===== src/design/md5_pkg.sv =====
package md5_pkg;

    localparam int BUF_WORDS = 16;
    localparam int BUF_AW    = $clog2(BUF_WORDS);

    // chaining values after reset and after every digest
    localparam logic [31:0] MD5_IV [4] = '{
        32'h67452301, 32'hEFCDAB89, 32'h98BADCFE, 32'h10325476
    };

    localparam logic [7:0]        PAD_BYTE    = 8'h80;
    localparam logic [5:0]        LAST_BYTE   = 6'd63;
    localparam logic [5:0]        PAD_LIMIT   = 6'd56;
    localparam logic [5:0]        LAST_ROUND  = 6'd63;
    localparam logic [BUF_AW-1:0] LEN_LO_WORD = BUF_AW'(14);
    localparam logic [BUF_AW-1:0] LEN_HI_WORD = BUF_AW'(15);
    localparam logic [BUF_AW-1:0] LAST_WORD   = BUF_AW'(BUF_WORDS - 1);
    localparam logic [63:0]       BYTE_BITS   = 64'd8;

    typedef struct packed {
        logic [31:0] a;
        logic [31:0] b;
        logic [31:0] c;
        logic [31:0] d;
    } md5_state_t;

    localparam logic [31:0] ROUND_K [64] = '{
        32'hd76aa478, 32'he8c7b756, 32'h242070db, 32'hc1bdceee,
        32'hf57c0faf, 32'h4787c62a, 32'ha8304613, 32'hfd469501,
        32'h698098d8, 32'h8b44f7af, 32'hffff5bb1, 32'h895cd7be,
        32'h6b901122, 32'hfd987193, 32'ha679438e, 32'h49b40821,
        32'hf61e2562, 32'hc040b340, 32'h265e5a51, 32'he9b6c7aa,
        32'hd62f105d, 32'h02441453, 32'hd8a1e681, 32'he7d3fbc8,
        32'h21e1cde6, 32'hc33707d6, 32'hf4d50d87, 32'h455a14ed,
        32'ha9e3e905, 32'hfcefa3f8, 32'h676f02d9, 32'h8d2a4c8a,
        32'hfffa3942, 32'h8771f681, 32'h6d9d6122, 32'hfde5380c,
        32'ha4beea44, 32'h4bdecfa9, 32'hf6bb4b60, 32'hbebfbc70,
        32'h289b7ec6, 32'heaa127fa, 32'hd4ef3085, 32'h04881d05,
        32'hd9d4d039, 32'he6db99e5, 32'h1fa27cf8, 32'hc4ac5665,
        32'hf4292244, 32'h432aff97, 32'hab9423a7, 32'hfc93a039,
        32'h655b59c3, 32'h8f0ccc92, 32'hffeff47d, 32'h85845dd1,
        32'h6fa87e4f, 32'hfe2ce6e0, 32'ha3014314, 32'h4e0811a1,
        32'hf7537e82, 32'hbd3af235, 32'h2ad7d2bb, 32'heb86d391
    };

    // rotate amounts by group and position within a group of four
    localparam logic [4:0] ROUND_S [4][4] = '{
        '{5'd7, 5'd12, 5'd17, 5'd22},
        '{5'd5, 5'd9,  5'd14, 5'd20},
        '{5'd4, 5'd11, 5'd16, 5'd23},
        '{5'd6, 5'd10, 5'd15, 5'd21}
    };

    function automatic logic [BUF_AW-1:0] msg_index(input logic [5:0] rnd);
        logic [3:0] r4;
        logic [3:0] idx;
        r4 = rnd[3:0];
        unique case (rnd[5:4])
            2'd0: idx = r4;
            2'd1: idx = 4'd5 * r4 + 4'd1;
            2'd2: idx = 4'd3 * r4 + 4'd5;
            2'd3: idx = 4'd7 * r4;
            default: idx = r4;
        endcase
        return BUF_AW'(idx);
    endfunction

    function automatic logic [4:0] round_shift(input logic [5:0] rnd);
        return ROUND_S[rnd[5:4]][rnd[1:0]];
    endfunction

    function automatic logic [31:0] rotl32(input logic [31:0] x, input logic [4:0] s);
        return (x << s) | (x >> (6'd32 - {1'b0, s}));
    endfunction

endpackage


===== src/design/md5_buf_ram.sv =====
module md5_buf_ram (
    input  logic                      clk,
    input  logic                      wr_en,
    input  logic [md5_pkg::BUF_AW-1:0] wr_addr,
    input  logic [31:0]               wr_data,
    input  logic [md5_pkg::BUF_AW-1:0] rd_addr,
    output logic [31:0]               rd_data
);
    import md5_pkg::*;

    logic [31:0] mem [BUF_WORDS];

    always_ff @(posedge clk) begin
        if (wr_en) begin
            mem[wr_addr] <= wr_data;
        end
        rd_data <= mem[rd_addr];
    end

endmodule


===== src/design/md5_round.sv =====
module md5_round (
    input  md5_pkg::md5_state_t st,
    input  logic [31:0]         msg,
    input  logic [5:0]          rnd,
    output md5_pkg::md5_state_t nxt
);
    import md5_pkg::*;

    logic [31:0] f;
    logic [31:0] sum;

    always_comb begin
        unique case (rnd[5:4])
            2'd0: f = (st.b & st.c) | (~st.b & st.d);
            2'd1: f = (st.d & st.b) | (~st.d & st.c);
            2'd2: f = st.b ^ st.c ^ st.d;
            2'd3: f = st.c ^ (st.b | ~st.d);
            default: f = '0;
        endcase
        sum   = st.a + f + ROUND_K[rnd] + msg;
        nxt.a = st.d;
        nxt.b = st.b + rotl32(sum, round_shift(rnd));
        nxt.c = st.b;
        nxt.d = st.c;
    end

endmodule


===== src/design/md5_message_digest_top.sv =====
// sequence: a byte beat is taken in ST_IDLE; a beat that fills the 64-byte block
//   starts compression (a load, 64 rounds at one per cycle, a chain add)
// end of message: pad words from word fill/4 to the last word, fill counting the last byte,
//   then compression; another block of zeros and length when fill >= 56, then 4 digest beats
// no byte is taken while a block is padded or compressed or the digest goes out
// reset: aresetn synchronous, active low; chaining words return to the iv,
//   counts clear, no clearing pass over the block buffer is needed
module md5_message_digest_top (
    input  logic        aclk,
    input  logic        aresetn,
    input  logic        s_tvalid,
    output logic        s_tready,
    input  logic [7:0]  s_tdata,   // data_byte
    input  logic [0:0]  s_tuser,   // byte_present
    input  logic        s_tlast,   // end_of_message
    output logic        m_tvalid,
    input  logic        m_tready,
    output logic [31:0] m_tdata,   // digest_word
    output logic [1:0]  m_tuser,   // word_index
    output logic        m_tlast    // last_word
);
    import md5_pkg::*;

    typedef enum logic [2:0] {
        ST_IDLE,   // taking byte beats
        ST_PAD,    // writing padding and length words
        ST_CPRE,   // load working words, first message read in flight
        ST_CRND,   // one round per cycle
        ST_CFIN,   // add into chaining words
        ST_OUT     // handing out digest beats
    } state_t;

    state_t      state_reg;
    logic [5:0]  fill_reg;        // bytes held in the current block
    logic [63:0] bit_len_reg;
    logic [31:0] word_reg;        // word under assembly
    logic [BUF_AW-1:0] pad_idx_reg;
    logic        pad_first_reg;   // next pad word carries the 0x80 marker
    logic        pad_len_reg;     // this pad pass ends in the bit length
    logic        need_more_reg;   // a length-only block still follows
    logic        pad_todo_reg;    // message ended on a full block
    logic        fin_reg;         // message end seen
    logic [5:0]  rnd_reg;
    md5_state_t  work_reg;
    logic [31:0] chain_reg [4];
    logic [1:0]  out_idx_reg;
    logic        m_valid_reg;
    logic [31:0] m_data_reg;
    logic        m_last_reg;

    logic        s_accept;
    logic [1:0]  lane;
    logic [5:0]  fill_after;
    logic [5:0]  pad_from;
    logic [31:0] word_ins;
    logic [31:0] pad_word;
    logic [31:0] pad_val;
    logic        wr_en;
    logic [BUF_AW-1:0] wr_addr;
    logic [31:0] wr_data;
    logic [BUF_AW-1:0] rd_addr;
    logic [31:0] msg_word;
    md5_state_t  round_out;
    logic [31:0] chain_sum [4];

    assign s_tready = (state_reg == ST_IDLE);
    assign s_accept = s_tvalid && s_tready;
    assign lane     = fill_reg[1:0];
    assign fill_after = s_tuser[0] ? fill_reg + 6'd1 : fill_reg;
    // padding starts from the fill after this beat, or from an empty block
    assign pad_from = (state_reg == ST_CFIN) ? fill_reg : fill_after;

    // drop the byte into its lane of the word under assembly
    always_comb begin
        word_ins = word_reg;
        word_ins[{lane, 3'b000} +: 8] = s_tdata;
    end

    // first pad word keeps the bytes below the fill, then 0x80, then zeros
    always_comb begin
        for (int l = 0; l < 4; l++) begin
            if (2'(l) < lane) begin
                pad_word[8*l +: 8] = word_reg[8*l +: 8];
            end else if (2'(l) == lane) begin
                pad_word[8*l +: 8] = PAD_BYTE;
            end else begin
                pad_word[8*l +: 8] = 8'h00;
            end
        end
    end

    always_comb begin
        if (pad_first_reg) begin
            pad_val = pad_word;
        end else if (pad_len_reg && pad_idx_reg == LEN_LO_WORD) begin
            pad_val = bit_len_reg[31:0];
        end else if (pad_len_reg && pad_idx_reg == LEN_HI_WORD) begin
            pad_val = bit_len_reg[63:32];
        end else begin
            pad_val = '0;
        end
    end

    // a word goes to the buffer when its top lane fills, or on each pad cycle
    assign wr_en   = (s_accept && s_tuser[0] && lane == 2'd3) || (state_reg == ST_PAD);
    assign wr_addr = (state_reg == ST_PAD) ? pad_idx_reg : fill_reg[5:2];
    assign wr_data = (state_reg == ST_PAD) ? pad_val : word_ins;

    // read one round ahead so the word lands as the round needs it
    assign rd_addr = msg_index((state_reg == ST_CRND) ? rnd_reg + 6'd1 : 6'd0);

    md5_buf_ram u_buf (
        .clk     (aclk),
        .wr_en   (wr_en),
        .wr_addr (wr_addr),
        .wr_data (wr_data),
        .rd_addr (rd_addr),
        .rd_data (msg_word)
    );

    md5_round u_round (
        .st  (work_reg),
        .msg (msg_word),
        .rnd (rnd_reg),
        .nxt (round_out)
    );

    assign chain_sum[0] = chain_reg[0] + work_reg.a;
    assign chain_sum[1] = chain_reg[1] + work_reg.b;
    assign chain_sum[2] = chain_reg[2] + work_reg.c;
    assign chain_sum[3] = chain_reg[3] + work_reg.d;

    always_ff @(posedge aclk) begin
        if (!aresetn) begin
            state_reg     <= ST_IDLE;
            fill_reg      <= '0;
            bit_len_reg   <= '0;
            pad_first_reg <= 1'b0;
            pad_len_reg   <= 1'b0;
            need_more_reg <= 1'b0;
            pad_todo_reg  <= 1'b0;
            fin_reg       <= 1'b0;
            rnd_reg       <= '0;
            out_idx_reg   <= '0;
            m_valid_reg   <= 1'b0;
            m_last_reg    <= 1'b0;
            for (int k = 0; k < 4; k++) begin
                chain_reg[k] <= MD5_IV[k];
            end
        end else begin
            unique case (state_reg)
                ST_IDLE: begin
                    if (s_accept) begin
                        if (s_tuser[0]) begin
                            word_reg    <= word_ins;
                            bit_len_reg <= bit_len_reg + BYTE_BITS;
                            fill_reg    <= fill_after;
                        end
                        if (s_tuser[0] && fill_reg == LAST_BYTE) begin
                            // block full: compress, pad afterwards if the message ends here
                            pad_todo_reg <= s_tlast;
                            fin_reg      <= s_tlast;
                            state_reg    <= ST_CPRE;
                        end else if (s_tlast) begin
                            fin_reg       <= 1'b1;
                            pad_idx_reg   <= pad_from[5:2];
                            pad_first_reg <= 1'b1;
                            pad_len_reg   <= (pad_from < PAD_LIMIT);
                            need_more_reg <= !(pad_from < PAD_LIMIT);
                            state_reg     <= ST_PAD;
                        end
                    end
                end
                ST_PAD: begin
                    pad_first_reg <= 1'b0;
                    if (pad_idx_reg == LAST_WORD) begin
                        state_reg <= ST_CPRE;
                    end else begin
                        pad_idx_reg <= pad_idx_reg + 1'b1;
                    end
                end
                ST_CPRE: begin
                    work_reg  <= '{a: chain_reg[0], b: chain_reg[1],
                                   c: chain_reg[2], d: chain_reg[3]};
                    rnd_reg   <= '0;
                    state_reg <= ST_CRND;
                end
                ST_CRND: begin
                    work_reg <= round_out;
                    rnd_reg  <= rnd_reg + 6'd1;
                    if (rnd_reg == LAST_ROUND) begin
                        state_reg <= ST_CFIN;
                    end
                end
                ST_CFIN: begin
                    for (int k = 0; k < 4; k++) begin
                        chain_reg[k] <= chain_sum[k];
                    end
                    if (pad_todo_reg) begin
                        // message ended on a block boundary, pad an empty block
                        pad_todo_reg  <= 1'b0;
                        pad_idx_reg   <= pad_from[5:2];
                        pad_first_reg <= 1'b1;
                        pad_len_reg   <= (pad_from < PAD_LIMIT);
                        need_more_reg <= !(pad_from < PAD_LIMIT);
                        state_reg     <= ST_PAD;
                    end else if (need_more_reg) begin
                        // length did not fit, one more block of zeros and length
                        need_more_reg <= 1'b0;
                        pad_idx_reg   <= '0;
                        pad_first_reg <= 1'b0;
                        pad_len_reg   <= 1'b1;
                        state_reg     <= ST_PAD;
                    end else if (fin_reg) begin
                        m_valid_reg <= 1'b1;
                        m_data_reg  <= chain_sum[0];
                        m_last_reg  <= 1'b0;
                        out_idx_reg <= '0;
                        state_reg   <= ST_OUT;
                    end else begin
                        state_reg <= ST_IDLE;
                    end
                end
                ST_OUT: begin
                    if (m_tready) begin
                        if (out_idx_reg == 2'd3) begin
                            // digest delivered, back to the initial state
                            m_valid_reg <= 1'b0;
                            m_last_reg  <= 1'b0;
                            fin_reg     <= 1'b0;
                            fill_reg    <= '0;
                            bit_len_reg <= '0;
                            for (int k = 0; k < 4; k++) begin
                                chain_reg[k] <= MD5_IV[k];
                            end
                            state_reg <= ST_IDLE;
                        end else begin
                            out_idx_reg <= out_idx_reg + 2'd1;
                            m_data_reg  <= chain_reg[out_idx_reg + 2'd1];
                            m_last_reg  <= (out_idx_reg == 2'd2);
                        end
                    end
                end
                default: begin
                    state_reg <= ST_IDLE;
                end
            endcase
        end
    end

    assign m_tvalid = m_valid_reg;
    assign m_tdata  = m_data_reg;
    assign m_tuser  = out_idx_reg;
    assign m_tlast  = m_last_reg;

endmodule


===== config.mk =====
export PLATFORM = sky130hd
export DESIGN_NAME = md5_message_digest_top
export DESIGN_NICKNAME = d
export VERILOG_FILES = /design/src/design/md5_pkg.sv /design/src/design/md5_buf_ram.sv /design/src/design/md5_round.sv /design/src/design/md5_message_digest_top.sv
export SDC_FILE = /design/constraint.sdc
export NUM_CORES = 2
export LEC_CHECK = 0
export BUFFER_PORTS_ARGS = -buffer_cell sky130_fd_sc_hd__buf_4
export CAP_MARGIN = 20
export CORE_MARGIN = 2
export CORE_UTILIZATION = 40
export CTS_BUF_LIST = sky130_fd_sc_hd__clkbuf_8
export DETAILED_ROUTE_END_ITERATION = 12
export SYNTH_ARGS = -nofsm -noshare
export SYNTH_HDL_FRONTEND = slang
export SYNTH_SLANG_ARGS = --single-unit

===== constraint.sdc =====
create_clock -name aclk -period 12.9 [get_ports aclk]
set_input_delay 0.645 -clock aclk [delete_from_list [all_inputs] [get_ports aclk]]
set_output_delay 0.645 -clock aclk [all_outputs]
set_load 0.01 [all_outputs]

==> flow_summary_export.csv <==
group,metric,value,unit
run_status,status,"finished, final reports clean",
synth,synthDominantCellAreaShare,0.396,
synth,synthArstFlopShare,0,
timing,timing.setup.tns,0,ns
setup_path,critPathRequiredTime,13.46,ns
synth,synth_nets,5963,
synth,syn_inst,5651,
clocking,clk_latency,0.88,ns
route,top_layer,"met5",
timing,post-route-min-period,10.98,ns
synth,syn_area_per_cell,10.4,µm²
setup_path,crit_path_max_incr_delay,0.81,ns
timing,finalSetupViolCount,0,
final_layout,nets,5975,
place,place.gp.congestion,0.982,
final_layout,area_growth,9.70,%
route,drt_iter0_drc,4749,
synth,ys_warn_count,0,
clocking,cts-root-buf,"clkbuf_8",
pwr,power_leakage,23.9,nW
synth,netlist_area,58500,µm²
synth,synth_cell_types,105,
min_path,min_path_type,"primary input to flop",
synth,ys.flop_type,"edfxtp_1",
timing,tightest_slew,1.11,ns
synth,yosysSeqAreaShare,0.458,
min_path,whs_path_depth,2,
route,vias,46100,
final_layout,regArea,26800,µm²
job,drv_cap,0,
route,drc,0,
route,met2WireLength,92.4,mm
clocking,cts-hold-fix-buffers,1,
pwr,fin_total_pwr,13.3,mW
pwr,ir_drop,157,µV
clocking,cts-buffers-inserted,162,
global_route,track_usage,0.254,
clocking,clk_pin_slew,0.06,ns
timing,rsz0062_at_grt,"false",
setup_path,end_kind,"flop",
final_layout,multi_input_area,29700,µm²
route,wl,195,mm
timing,fin_skew,0.0451,ns
global_route,grt_max_degree,129,
setup_path,crit_arrival,11.54,ns
synth,ys_top_cells_by_area,"edfxtp_1 40%, mux4_2 6.6%, dfxtp_1 6.2%",
final_layout,drive_gt1_frac,0.123,
die,die_height,386,µm
clocking,htree_levels,4,
die,die_x,386,µm
final_layout,num-fill-cells,13800,
global_route,overflow,0,
clocking,cts_tree,"built",
timing,fmax,91.0,MHz
route,avgRoutedWirePerCell,25.2,µm
timing,hold_violations,0,
clocking,cts_buffer_depth,3,
die,initial_utilization,0.402,
route,first_pass_iters,6,
die,rows,140,
global_route,grt_first_pass_wirelength,286,mm
route,wl_met1,78.8,mm
die,die_area,149000,µm²
setup_path,crit_path_start_kind,"flop",
die,coreArea,145000,µm²
clocking,post-cts-setup-buffer-count,0,
clocking,cts_resized,0,
route,ant_nets,0,
place,dpl.hpwl,135,mm
timing,slew_viol_final,0,
setup_path,critPathMaxFanout,62,
synth,synth_top_area_cell,"edfxtp_1",
synth,synth_edf_count,772,
die,io_pins,51,
synth,ys_ff_latch,953,
global_route,grt_pass1_vias,44100,
place,portBuffers,50,
setup_path,path_class,"flop to flop",
final_layout,largest_reg_flops,512,
setup_path,reg2reg_depth,34,
timing,fin_crit_sh,0.851,
clocking,clkSinkCount,953,
route,routed_via_density,5.98,
pwr,power_density,207,nW/µm²
setup_path,cp_slowest_cell,"dfxtp_2",
route,wl_met3,13.3,mm
timing,slew-limit-headroom,0.256,
global_route,antenna_found_initial,6,
[report_power, final]
group | internal, mW | switching, mW
Combinational | 2.48 | 4.43
Sequential | 3.71 | 0.140
Clock | 1.25 | 1.31
[layer usage]
metal,track usage,vias up
li1,-,21000
met1,0.322,22800
met2,0.418,1828
met3,0.0449,397
met4,0.122,8
met5,0,-
[cells in the final DEF (no fill, tap or decap), types with 48 or more instances in the layout]
| cell | n |
|---|---|
| a211oi_1 | 110 |
| a21o_1 | 102 |
| a21oi_1 | 429 |
| a22oi_1 | 51 |
| and3_1 | 48 |
| buf_4 | 160 |
| clkbuf_8 | 171 |
| dfxtp_1 | 176 |
| edfxtp_1 | 772 |
| fa_1 | 69 |
| ha_1 | 225 |
| inv_1 | 335 |
| mux2_2 | 71 |
| mux2i_1 | 96 |
| mux4_2 | 172 |
| nand2_1 | 695 |
| nand3_1 | 93 |
| nor2_1 | 455 |
| nor2b_1 | 70 |
| nor3_1 | 75 |
| o211ai_1 | 55 |
| o21ai_0 | 395 |
| xnor2_1 | 119 |
| xor2_1 | 107 |
[worst paths after layout]
| path | startpoint | to | slack, ns |
|---|---|---|---|
| worst min register to register | m_tvalid$_SDFFE_PN0P_ | m_tvalid$_SDFFE_PN0P_ | 0.49 |
| worst min-delay path | aresetn | rnd_reg[3]$_SDFFE_PN0N_ | 0.16 |
| worst max-delay path | rnd_reg[3]$_SDFFE_PN0N_ | work_reg[95]$_DFFE_PP_ | 1.92 |
| worst max register to register | rnd_reg[3]$_SDFFE_PN0N_ | work_reg[95]$_DFFE_PP_ | 1.92 |
[worst max-delay path, delay by kind of cell (launching register included)]
family                   cells  cell delay [ns]
AO/OA/AOI/OAI               24             6.12
adder cells (fa/ha/maj)      4             1.96
flip-flops                   1             0.81
buffers and inverters        2             0.70
multiplexers                 2             0.43
AND/OR/NAND/NOR              1             0.37
XOR/XNOR                     1             0.20
[cell type report]
cell class,instances,share of cell area
diodes,2,0.0000780
clock buffers,171,0.0367
clock inverters,125,0.0101
inverters,267,0.0156
multi-input cells,4112,0.462
flip-flops and latches,953,0.418
well taps,1917,0.0374
repair buffers,167,0.0201
[Yosys cell counts, types with 51 or more instances]
cell,number
buf_1,52
mux2i_1,96
mux2_2,71
dfxtp_1,181
nand3_1,93
inv_1,260
a211oi_1,110
xnor2_1,121
clkbuf_1,232
a21o_1,102
o211ai_1,55
nor2_1,476
a21oi_1,431
edfxtp_1,772
nor3_1,75
nor2b_1,70
a22oi_1,51
ha_1,229
mux4_2,172
xor2_1,108
o21ai_0,407
nand2_1,699
fa_1,69
[cells by family (layout without fill, tap and decap cells)]
family | after synthesis | in the layout | synth area share
and+or+nand+nor | 1684 | 1684 | 0.129
muxes | 339 | 339 | 0.0963
other | 0 | 2 | 0
AOI/OAI and AO/OA | 1532 | 1532 | 0.165
adders and majority gates | 328 | 328 | 0.0777
DFF | 953 | 953 | 0.458
buffers and inverters | 586 | 730 | 0.0394
xor gates and xnor gates | 229 | 229 | 0.0343
[per-stage QoR]
step                instances  utilization  setup WS [ns]  hold slack (ns)  instance area, µm²
global route             7713        0.441           1.50            0.104               64200
finish                   7714        0.441           1.92            0.165               64200
CTS                      7706        0.441           2.38           0.0598               64100
global placement         7407        0.420           2.32            0.475               61100
detailed placement       7409        0.420           2.45            0.482               61100
floorplan                5651            -           3.76            0.445               58500
Note: power is estimated with default switching activity, not from simulation.
